### src/hw/rtl/olid_pkg.sv
// ----------------------------------------------------------------------------
// olid_pkg: shared types and constants for the ordered list block
// Request codes, status codes, the command word and derived widths.
// ----------------------------------------------------------------------------
package olid_pkg;

	localparam int CAPACITY = 8;
	localparam int VAL_W    = 32;
	localparam int POS_W    = 3;
	localparam int REQ_W    = 3;
	localparam int STAT_W   = 2;
	localparam int EC_W     = 4;

	localparam int CNT_W = $clog2(CAPACITY + 1);
	localparam int IDX_W = $clog2(CAPACITY);
	localparam int EXT_W = (CNT_W > POS_W) ? ((CNT_W > EC_W) ? CNT_W : EC_W)
	                                       : ((POS_W > EC_W) ? POS_W : EC_W);

	localparam int S_DATA_W = ((VAL_W + POS_W + 7) / 8) * 8;
	localparam int M_DATA_W = ((VAL_W + EC_W + 7) / 8) * 8;

	localparam int QDEPTH = 2;
	localparam int QPTR_W = $clog2(QDEPTH);
	localparam int QCNT_W = $clog2(QDEPTH + 1);

	typedef enum logic [REQ_W-1:0] {
		REQ_INS_FRONT = 3'd0,
		REQ_INS_BACK  = 3'd1,
		REQ_INS_POS   = 3'd2,
		REQ_REM_FRONT = 3'd3,
		REQ_REM_BACK  = 3'd4,
		REQ_REM_POS   = 3'd5
	} req_t;

	typedef enum logic [STAT_W-1:0] {
		ST_OK     = 2'd0,
		ST_FULL   = 2'd1,
		ST_EMPTY  = 2'd2,
		ST_BADPOS = 2'd3
	} status_t;

	typedef enum logic [1:0] {
		K_NOP = 2'd0,
		K_INS = 2'd1,
		K_REM = 2'd2
	} kind_t;

	typedef enum logic [1:0] {
		W_FRONT = 2'd0,
		W_BACK  = 2'd1,
		W_POS   = 2'd2
	} where_t;

	typedef struct packed {
		kind_t                   kind;
		where_t                  where;
		logic signed [VAL_W-1:0] value;
		logic [POS_W-1:0]        position;
	} cmd_t;

endpackage

### src/hw/rtl/ordered_list_insert_delete.sv
// ----------------------------------------------------------------------------
// ordered_list_insert_delete: ordered list with insert and remove
// Fixed-capacity list of signed 32-bit values, edited by requests.
// ----------------------------------------------------------------------------
// Usage:
//   Requests arrive on the s_ stream: s_tuser carries the request code,
//   s_tdata the value and position. Each request gives exactly one result
//   on the m_ stream: m_tuser carries the status, m_tdata the removed value
//   and the entry count after the request.
//   An intake register decodes requests into a two-entry command queue; the
//   list engine drains the queue, shifting all cells in parallel, and holds
//   its result in an output register.
//   A request passes the intake register, queue and output register in order.
//   Throughput is one request per cycle unless m_tready stalls the output.
//   Reset empties the list (count zero) and clears all valid flags.
//   When m_tready is low the result waits in the output register; up to
//   three further requests are absorbed by the intake register and queue
//   before s_tready drops.
// ----------------------------------------------------------------------------
module ordered_list_insert_delete (
	input  logic                           clk,
	input  logic                           arst_n,
	input  logic                           s_tvalid,
	output logic                           s_tready,
	// [31:0] value, [34:32] position, rest zero
	input  logic [olid_pkg::S_DATA_W-1:0]  s_tdata,
	// [2:0] req_type
	input  logic [olid_pkg::REQ_W-1:0]     s_tuser,
	output logic                           m_tvalid,
	input  logic                           m_tready,
	// [31:0] removed_value, [35:32] entry_count, rest zero
	output logic [olid_pkg::M_DATA_W-1:0]  m_tdata,
	// [1:0] status
	output logic [olid_pkg::STAT_W-1:0]    m_tuser
);
	import olid_pkg::*;

	logic fr_valid;
	logic fr_ready;
	cmd_t fr_cmd;
	logic q_valid;
	logic q_ready;
	cmd_t q_cmd;

	olid_front u_front (
		.clk       (clk),
		.arst_n    (arst_n),
		.s_tvalid  (s_tvalid),
		.s_tready  (s_tready),
		.s_tdata   (s_tdata),
		.s_tuser   (s_tuser),
		.cmd_valid (fr_valid),
		.cmd_ready (fr_ready),
		.cmd       (fr_cmd)
	);

	olid_queue u_queue (
		.clk       (clk),
		.arst_n    (arst_n),
		.in_valid  (fr_valid),
		.in_ready  (fr_ready),
		.in_cmd    (fr_cmd),
		.out_valid (q_valid),
		.out_ready (q_ready),
		.out_cmd   (q_cmd)
	);

	olid_back u_back (
		.clk       (clk),
		.arst_n    (arst_n),
		.cmd_valid (q_valid),
		.cmd_ready (q_ready),
		.cmd       (q_cmd),
		.m_tvalid  (m_tvalid),
		.m_tready  (m_tready),
		.m_tdata   (m_tdata),
		.m_tuser   (m_tuser)
	);

	a_count_range: assert property (@(posedge clk) disable iff (!arst_n)
		m_tvalid |-> (m_tdata[VAL_W +: EC_W] <= EC_W'(CAPACITY)))
		else $error("entry count above capacity");

	a_fail_no_value: assert property (@(posedge clk) disable iff (!arst_n)
		(m_tvalid && m_tuser != ST_OK) |-> (m_tdata[VAL_W-1:0] == '0))
		else $error("failed request returned a value");

	a_full_count: assert property (@(posedge clk) disable iff (!arst_n)
		(m_tvalid && m_tuser == ST_FULL) |-> (m_tdata[VAL_W +: EC_W] == EC_W'(CAPACITY)))
		else $error("full status with list not full");

	a_empty_count: assert property (@(posedge clk) disable iff (!arst_n)
		(m_tvalid && m_tuser == ST_EMPTY) |-> (m_tdata[VAL_W +: EC_W] == '0))
		else $error("empty status with list not empty");

endmodule

### src/hw/rtl/olid_front.sv
// ----------------------------------------------------------------------------
// olid_front: request intake
// Registers incoming requests and decodes the request code into a command.
// ----------------------------------------------------------------------------
module olid_front (
	input  logic                           clk,
	input  logic                           arst_n,
	input  logic                           s_tvalid,
	output logic                           s_tready,
	input  logic [olid_pkg::S_DATA_W-1:0]  s_tdata,
	input  logic [olid_pkg::REQ_W-1:0]     s_tuser,
	output logic                           cmd_valid,
	input  logic                           cmd_ready,
	output olid_pkg::cmd_t                 cmd
);
	import olid_pkg::*;

	logic valid_s1;
	cmd_t cmd_s1;
	cmd_t dec;

	always_comb begin
		dec.value    = s_tdata[VAL_W-1:0];
		dec.position = s_tdata[VAL_W +: POS_W];
		case (req_t'(s_tuser))
			REQ_INS_FRONT: begin dec.kind = K_INS; dec.where = W_FRONT; end
			REQ_INS_BACK:  begin dec.kind = K_INS; dec.where = W_BACK;  end
			REQ_INS_POS:   begin dec.kind = K_INS; dec.where = W_POS;   end
			REQ_REM_FRONT: begin dec.kind = K_REM; dec.where = W_FRONT; end
			REQ_REM_BACK:  begin dec.kind = K_REM; dec.where = W_BACK;  end
			REQ_REM_POS:   begin dec.kind = K_REM; dec.where = W_POS;   end
			default:       begin dec.kind = K_NOP; dec.where = W_FRONT; end
		endcase
	end

	assign s_tready  = !valid_s1 || cmd_ready;
	assign cmd_valid = valid_s1;
	assign cmd       = cmd_s1;

	always_ff @(posedge clk or negedge arst_n) begin
		if (!arst_n) begin
			valid_s1 <= 1'b0;
		end else if (s_tready) begin
			valid_s1 <= s_tvalid;
		end
	end

	always_ff @(posedge clk) begin
		if (s_tvalid && s_tready) begin
			cmd_s1 <= dec;
		end
	end

endmodule

### src/hw/rtl/olid_queue.sv
// ----------------------------------------------------------------------------
// olid_queue: command queue
// Short FIFO between intake and the list engine.
// ----------------------------------------------------------------------------
module olid_queue (
	input  logic           clk,
	input  logic           arst_n,
	input  logic           in_valid,
	output logic           in_ready,
	input  olid_pkg::cmd_t in_cmd,
	output logic           out_valid,
	input  logic           out_ready,
	output olid_pkg::cmd_t out_cmd
);
	import olid_pkg::*;

	cmd_t              slot_q [QDEPTH];
	logic [QPTR_W-1:0] wr_ptr_q;
	logic [QPTR_W-1:0] rd_ptr_q;
	logic [QCNT_W-1:0] fill_q;
	logic              push;
	logic              pop;

	assign in_ready  = fill_q != QCNT_W'(QDEPTH);
	assign out_valid = fill_q != '0;
	assign out_cmd   = slot_q[rd_ptr_q];
	assign push      = in_valid && in_ready;
	assign pop       = out_valid && out_ready;

	always_ff @(posedge clk or negedge arst_n) begin
		if (!arst_n) begin
			wr_ptr_q <= '0;
			rd_ptr_q <= '0;
			fill_q   <= '0;
		end else begin
			if (push) begin
				wr_ptr_q <= (wr_ptr_q == QPTR_W'(QDEPTH - 1)) ? '0 : wr_ptr_q + 1'b1;
			end
			if (pop) begin
				rd_ptr_q <= (rd_ptr_q == QPTR_W'(QDEPTH - 1)) ? '0 : rd_ptr_q + 1'b1;
			end
			case ({push, pop})
				2'b10:   fill_q <= fill_q + 1'b1;
				2'b01:   fill_q <= fill_q - 1'b1;
				default: fill_q <= fill_q;
			endcase
		end
	end

	always_ff @(posedge clk) begin
		if (push) begin
			slot_q[wr_ptr_q] <= in_cmd;
		end
	end

endmodule

### src/hw/rtl/olid_back.sv
// ----------------------------------------------------------------------------
// olid_back: list engine
// Shift-register cells holding the list; checks and executes one command
// per cycle while the result register is free or being read, and registers the result.
// ----------------------------------------------------------------------------
module olid_back (
	input  logic                           clk,
	input  logic                           arst_n,
	input  logic                           cmd_valid,
	output logic                           cmd_ready,
	input  olid_pkg::cmd_t                 cmd,
	output logic                           m_tvalid,
	input  logic                           m_tready,
	output logic [olid_pkg::M_DATA_W-1:0]  m_tdata,
	output logic [olid_pkg::STAT_W-1:0]    m_tuser
);
	import olid_pkg::*;

	logic [VAL_W-1:0] entries_q [CAPACITY];
	logic [VAL_W-1:0] up_e      [CAPACITY];
	logic [VAL_W-1:0] dn_e      [CAPACITY];
	logic [CNT_W-1:0] count_q;

	logic             res_valid_q;
	status_t          status_q;
	logic [VAL_W-1:0] removed_q;
	logic [EC_W-1:0]  ec_q;

	logic             take;
	status_t          status;
	logic [CNT_W-1:0] idx;
	logic [IDX_W-1:0] idx_i;
	logic [EXT_W-1:0] pos_ext;
	logic [EXT_W-1:0] cnt_ext;
	logic             do_ins;
	logic             do_rem;
	logic [CNT_W-1:0] count_nxt;
	logic [VAL_W-1:0] removed;

	assign cmd_ready = !res_valid_q || m_tready;
	assign take      = cmd_valid && cmd_ready;
	assign pos_ext   = EXT_W'(cmd.position);
	assign cnt_ext   = EXT_W'(count_q);

	// check the request against the current fill
	always_comb begin
		status = ST_OK;
		case (cmd.kind)
			K_INS: begin
				if (count_q == CNT_W'(CAPACITY)) begin
					status = ST_FULL;
				end else if (cmd.where == W_POS && pos_ext > cnt_ext) begin
					status = ST_BADPOS;
				end
			end
			K_REM: begin
				if (count_q == '0) begin
					status = ST_EMPTY;
				end else if (cmd.where == W_POS && pos_ext >= cnt_ext) begin
					status = ST_BADPOS;
				end
			end
			default: status = ST_OK;
		endcase
	end

	always_comb begin
		case (cmd.where)
			W_FRONT: idx = '0;
			W_BACK:  idx = (cmd.kind == K_REM) ? count_q - 1'b1 : count_q;
			W_POS:   idx = CNT_W'(pos_ext);
			default: idx = '0;
		endcase
	end

	assign idx_i   = IDX_W'(idx);
	assign do_ins  = cmd.kind == K_INS && status == ST_OK;
	assign do_rem  = cmd.kind == K_REM && status == ST_OK;
	assign removed = do_rem ? entries_q[idx_i] : '0;

	always_comb begin
		count_nxt = count_q;
		if (do_ins) begin
			count_nxt = count_q + 1'b1;
		end else if (do_rem) begin
			count_nxt = count_q - 1'b1;
		end
	end

	// neighbor taps for the shift cells
	always_comb begin
		up_e[0] = cmd.value;
		for (int i = 1; i < CAPACITY; i++) begin
			up_e[i] = entries_q[i-1];
		end
		for (int i = 0; i < CAPACITY - 1; i++) begin
			dn_e[i] = entries_q[i+1];
		end
		dn_e[CAPACITY-1] = entries_q[CAPACITY-1];
	end

	always_ff @(posedge clk) begin
		if (take && (do_ins || do_rem)) begin
			for (int i = 0; i < CAPACITY; i++) begin
				if (IDX_W'(i) == idx_i) begin
					entries_q[i] <= do_ins ? cmd.value : dn_e[i];
				end else if (IDX_W'(i) > idx_i) begin
					entries_q[i] <= do_ins ? up_e[i] : dn_e[i];
				end
			end
		end
	end

	always_ff @(posedge clk or negedge arst_n) begin
		if (!arst_n) begin
			count_q     <= '0;
			res_valid_q <= 1'b0;
		end else begin
			if (take) begin
				count_q <= count_nxt;
			end
			if (cmd_ready) begin
				res_valid_q <= cmd_valid;
			end
		end
	end

	always_ff @(posedge clk) begin
		if (take) begin
			status_q  <= status;
			removed_q <= removed;
			ec_q      <= EC_W'(count_nxt);
		end
	end

	assign m_tvalid = res_valid_q;
	assign m_tuser  = status_q;
	assign m_tdata  = M_DATA_W'({ec_q, removed_q});

endmodule
### config.mk
export PLATFORM = sky130hd
export DESIGN_NAME = ordered_list_insert_delete
export DESIGN_NICKNAME = d
export VERILOG_FILES = /design/src/hw/rtl/olid_pkg.sv /design/src/hw/rtl/ordered_list_insert_delete.sv /design/src/hw/rtl/olid_front.sv /design/src/hw/rtl/olid_queue.sv /design/src/hw/rtl/olid_back.sv
export SDC_FILE = /design/constraint.sdc
export NUM_CORES = 1
export LEC_CHECK = 0
export CELL_PAD_IN_SITES_DETAIL_PLACEMENT = 0
export CELL_PAD_IN_SITES_GLOBAL_PLACEMENT = 1
export CORE_UTILIZATION = 30
export DETAILED_ROUTE_END_ITERATION = 12
export DONT_BUFFER_PORTS = 1
export PLACE_DENSITY_LB_ADDON = 0.1
export SYNTH_ARGS = -nofsm -noshare
export SYNTH_HDL_FRONTEND = slang
export SYNTH_SLANG_ARGS = --single-unit
export TNS_END_PERCENT = 30
### constraint.sdc
create_clock -name clk -period 8.17 [get_ports clk]
set_clock_uncertainty 0.15 [all_clocks]
set_input_delay 1.634 -clock clk [delete_from_list [all_inputs] [get_ports clk]]
set_output_delay 1.634 -clock clk [all_outputs]
set_load 0.01 [all_outputs]
==> results by stage <==
Timing:
- For this run, the top clock speed supported by timing is ~0.16 GHz.
- After routing, the total negative slack on setup checks comes to 0 ps.
- The worst relative slew slack is between 30% and 40%.
- Once routing completed, OpenROAD measured the worst setup slack at between 2000 and 2500 ps.
- The final-report max-slew violation count is 0.
- Subtracting the final worst setup slack from the clock period gives 6098 ps.
- The tightest hold margin is roughly 290 ps.
- Setup repair after global routing left no endpoint under its margin.
- The transition time at the pin with the least slew margin is approximately 1000 ps.
- The final-report hold violation count came to 0.
- The final critical path takes up between 70% and 80% of the cycle.
- Setup violations remaining at the end of the flow were counted as 0.

Critical path:
- The depth of the worst register-to-register path is 12.
- STA puts the critical path data arrival time at approximately 6000 ps.
- STA classifies the critical path endpoint as a register.
- The beginning of the worst register-to-register path is u_queue.rd_ptr_q$_DFFE_PN0P_.
- STA classifies the critical path startpoint as a register.
- The largest driver fanout on the critical path is 30.
- The class of the most critical setup path is register to register.
- The critical path launch point is u_queue.rd_ptr_q$_DFFE_PN0P_.
- At the worst endpoint, the required time is 8240 ps.

Logic synthesis:
- The number of cells produced by synthesis is around 1700.
- Of the post-synthesis cell area, the dominant cell type holds roughly three fifths.
- In this run, distinct cell masters in the synthesized netlist total 67.
- For this run, asynchronously set or reset flops after synthesis account for between 2 and 2.5%.
- sky130_fd_sc_hd__edfxtp_1 is the most common cell in the netlist.
- By area, the combinational part of the netlist is dominated by compound AO/OA/AOI/OAI gates.
- The biggest area consumer among synthesized cells is sky130_fd_sc_hd__edfxtp_1.
- The adder and majority gate portion of the synthesized area is less than 1%.
- The number of flops mapped to enable cells by yosys is between 400 and 500.
- In the synthesized netlist, the cells that appear most often are sky130_fd_sc_hd__edfxtp_1 (411), sky130_fd_sc_hd__nand2_1 (195), sky130_fd_sc_hd__a221o_1 (161), sky130_fd_sc_hd__nor2_1 (108), sky130_fd_sc_hd__a21oi_1 (85).
- The number of warnings printed during yosys synthesis is 0.
- The xor/xnor cell area share of the yosys netlist is 0.4577%.
- The synthesized netlist occupies a cell area of between 0.02 and 0.025 mm^2.
- Measured against the total synthesized area, the mux share comes to under 10%.
- The synthesized netlist devotes between 10 and 15% of its cell area to simple gates.
- The post-synthesis average cell area is approximately 13 um^2.
- By area the synthesized netlist is led by sky130_fd_sc_hd__edfxtp_1 (59%), sky130_fd_sc_hd__a221o_1 (7.7%), sky130_fd_sc_hd__mux2_2 (4.4%).
- The register area share after synthesis is 59.82%.
- The fraction of the mapped netlist area in compound gates is around 16%.
- For this run, the leading register cell type out of synthesis is sky130_fd_sc_hd__edfxtp_1.
- In this run, synthesis produced a sequential element count of around 420.

Final layout:
- The finished layout cell area is 0.02368 mm^2.
- The fraction of layout instances using a drive strength above 1 is between 10% and 20%.
- 0 antenna diodes ended up in the layout.
- Cells fill between 30 and 40% of the core in the end.
- The layout net count is 1700.
- The area growth from synthesis to layout is 12.48%.
- The number of non-filler instances in the completed layout is 2616.

CTS:
- Clock tree synthesis inserted a total of 52 buffers.
- In this run the deepest clock path goes through 3 buffers.
- After clock tree synthesis, the setup repair step added 0 buffers.
- The number of resized instances in the post-cts repair step is 0.
- CTS saw roughly 420 sinks.
- The TritonCTS clock tree is built.
- Clock latency on the worst-skew pair, taken at its later pin, is 590 ps.
- Clock-pin slew was measured on the worst setup and hold paths at approximately 60 ps.
- The H-tree depth reported by CTS is 2.
- The number of hold buffers added after CTS is 0.
- The library cell used as clock root buffer is sky130_fd_sc_hd__clkbuf_16.

Place:
- The final RePlAce weighted congestion is about 0.75.
- Once placement completed, the tool counted placed cells totaling roughly 2500.
- The port buffer count is 0.
- The total placed instance area is 0.02202 mm^2.
- Before CTS, the worst setup slack after placement is 1958 ps.
- The detailed placement HPWL is ~38000 um.

Detailed routing:
- The first detailed-routing pass took 6 iterations.
- The post-route antenna net violation count is 0.
- The routed wire length is between 60000 and 70000 um.
- The overall via count from detail_route is between 10000 and 15000.
- The first routing iteration left approximately 1400 violations.
- After detailed routing, the average wire length per cell comes to approximately 26 um.
- For this run, design rule violations remaining after detail routing come to 0.
- The vias per cell is about 5.5.

Hold path:
- The beginning of the worst hold path is u_front.cmd[14]$_DFFE_PP_.
- The worst hold path belongs to the class register to register.
- The hold path depth is 0.

Global routing:
- The number of antenna violations at the first check in global routing was 1.
- The global route total overflow is 0.
- The via count of the first global-routing pass came to between 10000 and 15000.
- Entering global routing, the biggest net connects 150 pins.
- The aggregate global-route resource usage is 19.06%.
- The first global-routing pass estimated 100200 um of wire.

Floorplan:
- The die covers 0.07123 mm^2.
- The count of pins on the block boundary is between 90 and 100.
- The floorplan row count is 96.
- The die outline height is about 270 um.
- The starting density of the core is a little under a third.
- The placeable core area is slightly below 0.07 mm^2.
- The die outline width is around 270 um.

Pwr:
- The analysis attributes to cell leakage a power of roughly 8.3 nW.
- The power density over cell area is roughly 530 mW/mm^2.
- The worst-case IR drop observed on VDD is roughly 0.52 mV.
- The total power draw is about 12 mW.

Status:
- The flow ran to the end, and the final reports show no timing, DRC or antenna violations.

Flow run:
- Across the run, the number of max-cap violations was 0.
## critical path, cell delays in order, from the launching register on
cell and delay [ps]:
sky130_fd_sc_hd__dfrtp_2 930, sky130_fd_sc_hd__buf_4 460, sky130_fd_sc_hd__mux2i_1 320, sky130_fd_sc_hd__ha_1 330, sky130_fd_sc_hd__nand4b_1 170, sky130_fd_sc_hd__o21a_1 170
sky130_fd_sc_hd__a221o_1 340, sky130_fd_sc_hd__buf_4 260, sky130_fd_sc_hd__nor2_2 730, sky130_fd_sc_hd__buf_4 400, sky130_fd_sc_hd__nand2_1 140, sky130_fd_sc_hd__a21oi_4 650
sky130_fd_sc_hd__buf_4 580
## cell families (layout without fill, tap and decap cells)
group                      after synthesis  in the layout
AOI/OAI and AO/OA                      409            409
xor gates and xnor gates                11             11
adders and majority gates               10             10
buffers and inverters                  206            206
DFF                                    421            421
muxes                                  140            140
other                                    1              4
and+or+nand+nor                        484            484
## report_power, final
group / switching [mW] / internal (mW)
Clock: 0.951 / 1.34
Sequential: 0.601 / 3.84
Combinational: 3.68 / 2.02
Total: 5.23 / 7.20
## routing by layer
layer,vias up,share of wire [%],track usage (%)
met2,414,48,32.11
met5,-,0.010,0
met4,2,2.4,5.452
met1,7298,44,25.37
li1,6455,-,-
met3,91,5.1,2.676
## placed cells by master, fill, tap and decap left out, drive strengths merged, types with 18 or more instances in the layout
cell / netlist / final
nor2: 108 / 108
and2: 66 / 66
o22ai: 34 / 34
mux2: 83 / 83
o221ai: 33 / 33
mux2i: 57 / 57
nor3b: 29 / 29
clkbuf: 59 / 61
a221o: 161 / 161
a21oi: 86 / 86
edfxtp: 411 / 411
a222oi: 18 / 18
o21ai: 41 / 41
clkinv: 0 / 29
or2: 33 / 33
buf: 79 / 42
nand2: 195 / 195
inv: 68 / 67
## flip-flops by register name (all words and copies together), names as in the netlist, 2 cells and up
register          count
u_back.ec_q           4
u_queue.slot_q       78
u_queue.fill_q        2
u_back.entries_q    256
u_back.m_tuser        2
u_front.cmd          39
u_back.removed_q     32
u_back.cnt_ext        4
## path summary, 6_finish.rpt
| kind | slack (ps) | endpoint |
|---|---|---|
| min in group asynchronous | 580 | u_back.cnt_ext[2]$_DFFE_PN0P_ |
| worst max register to register | 2070 | u_back.entries_q[7][27]$_DFFE_PP_ |
| worst min-delay path | 290 | u_queue.slot_q[0][14]$_DFFE_PP_ |
| worst min register to register | 290 | u_queue.slot_q[0][14]$_DFFE_PP_ |
| worst max-delay path | 2070 | u_back.entries_q[7][27]$_DFFE_PP_ |
| max in group asynchronous | 7200 | u_queue.rd_ptr_q$_DFFE_PN0P_ |
## cell type report
type	count	area, um^2
clock buffers	61	1356
clock inverters	35	302.8
fillers	6757	45390
inverters	68	257.7
multi-input cells	1058	7647
flip-flops and latches	421	12590
well taps	931	1165
repair buffers	42	352.8
Note: power is estimated with default switching activity, not from simulation.
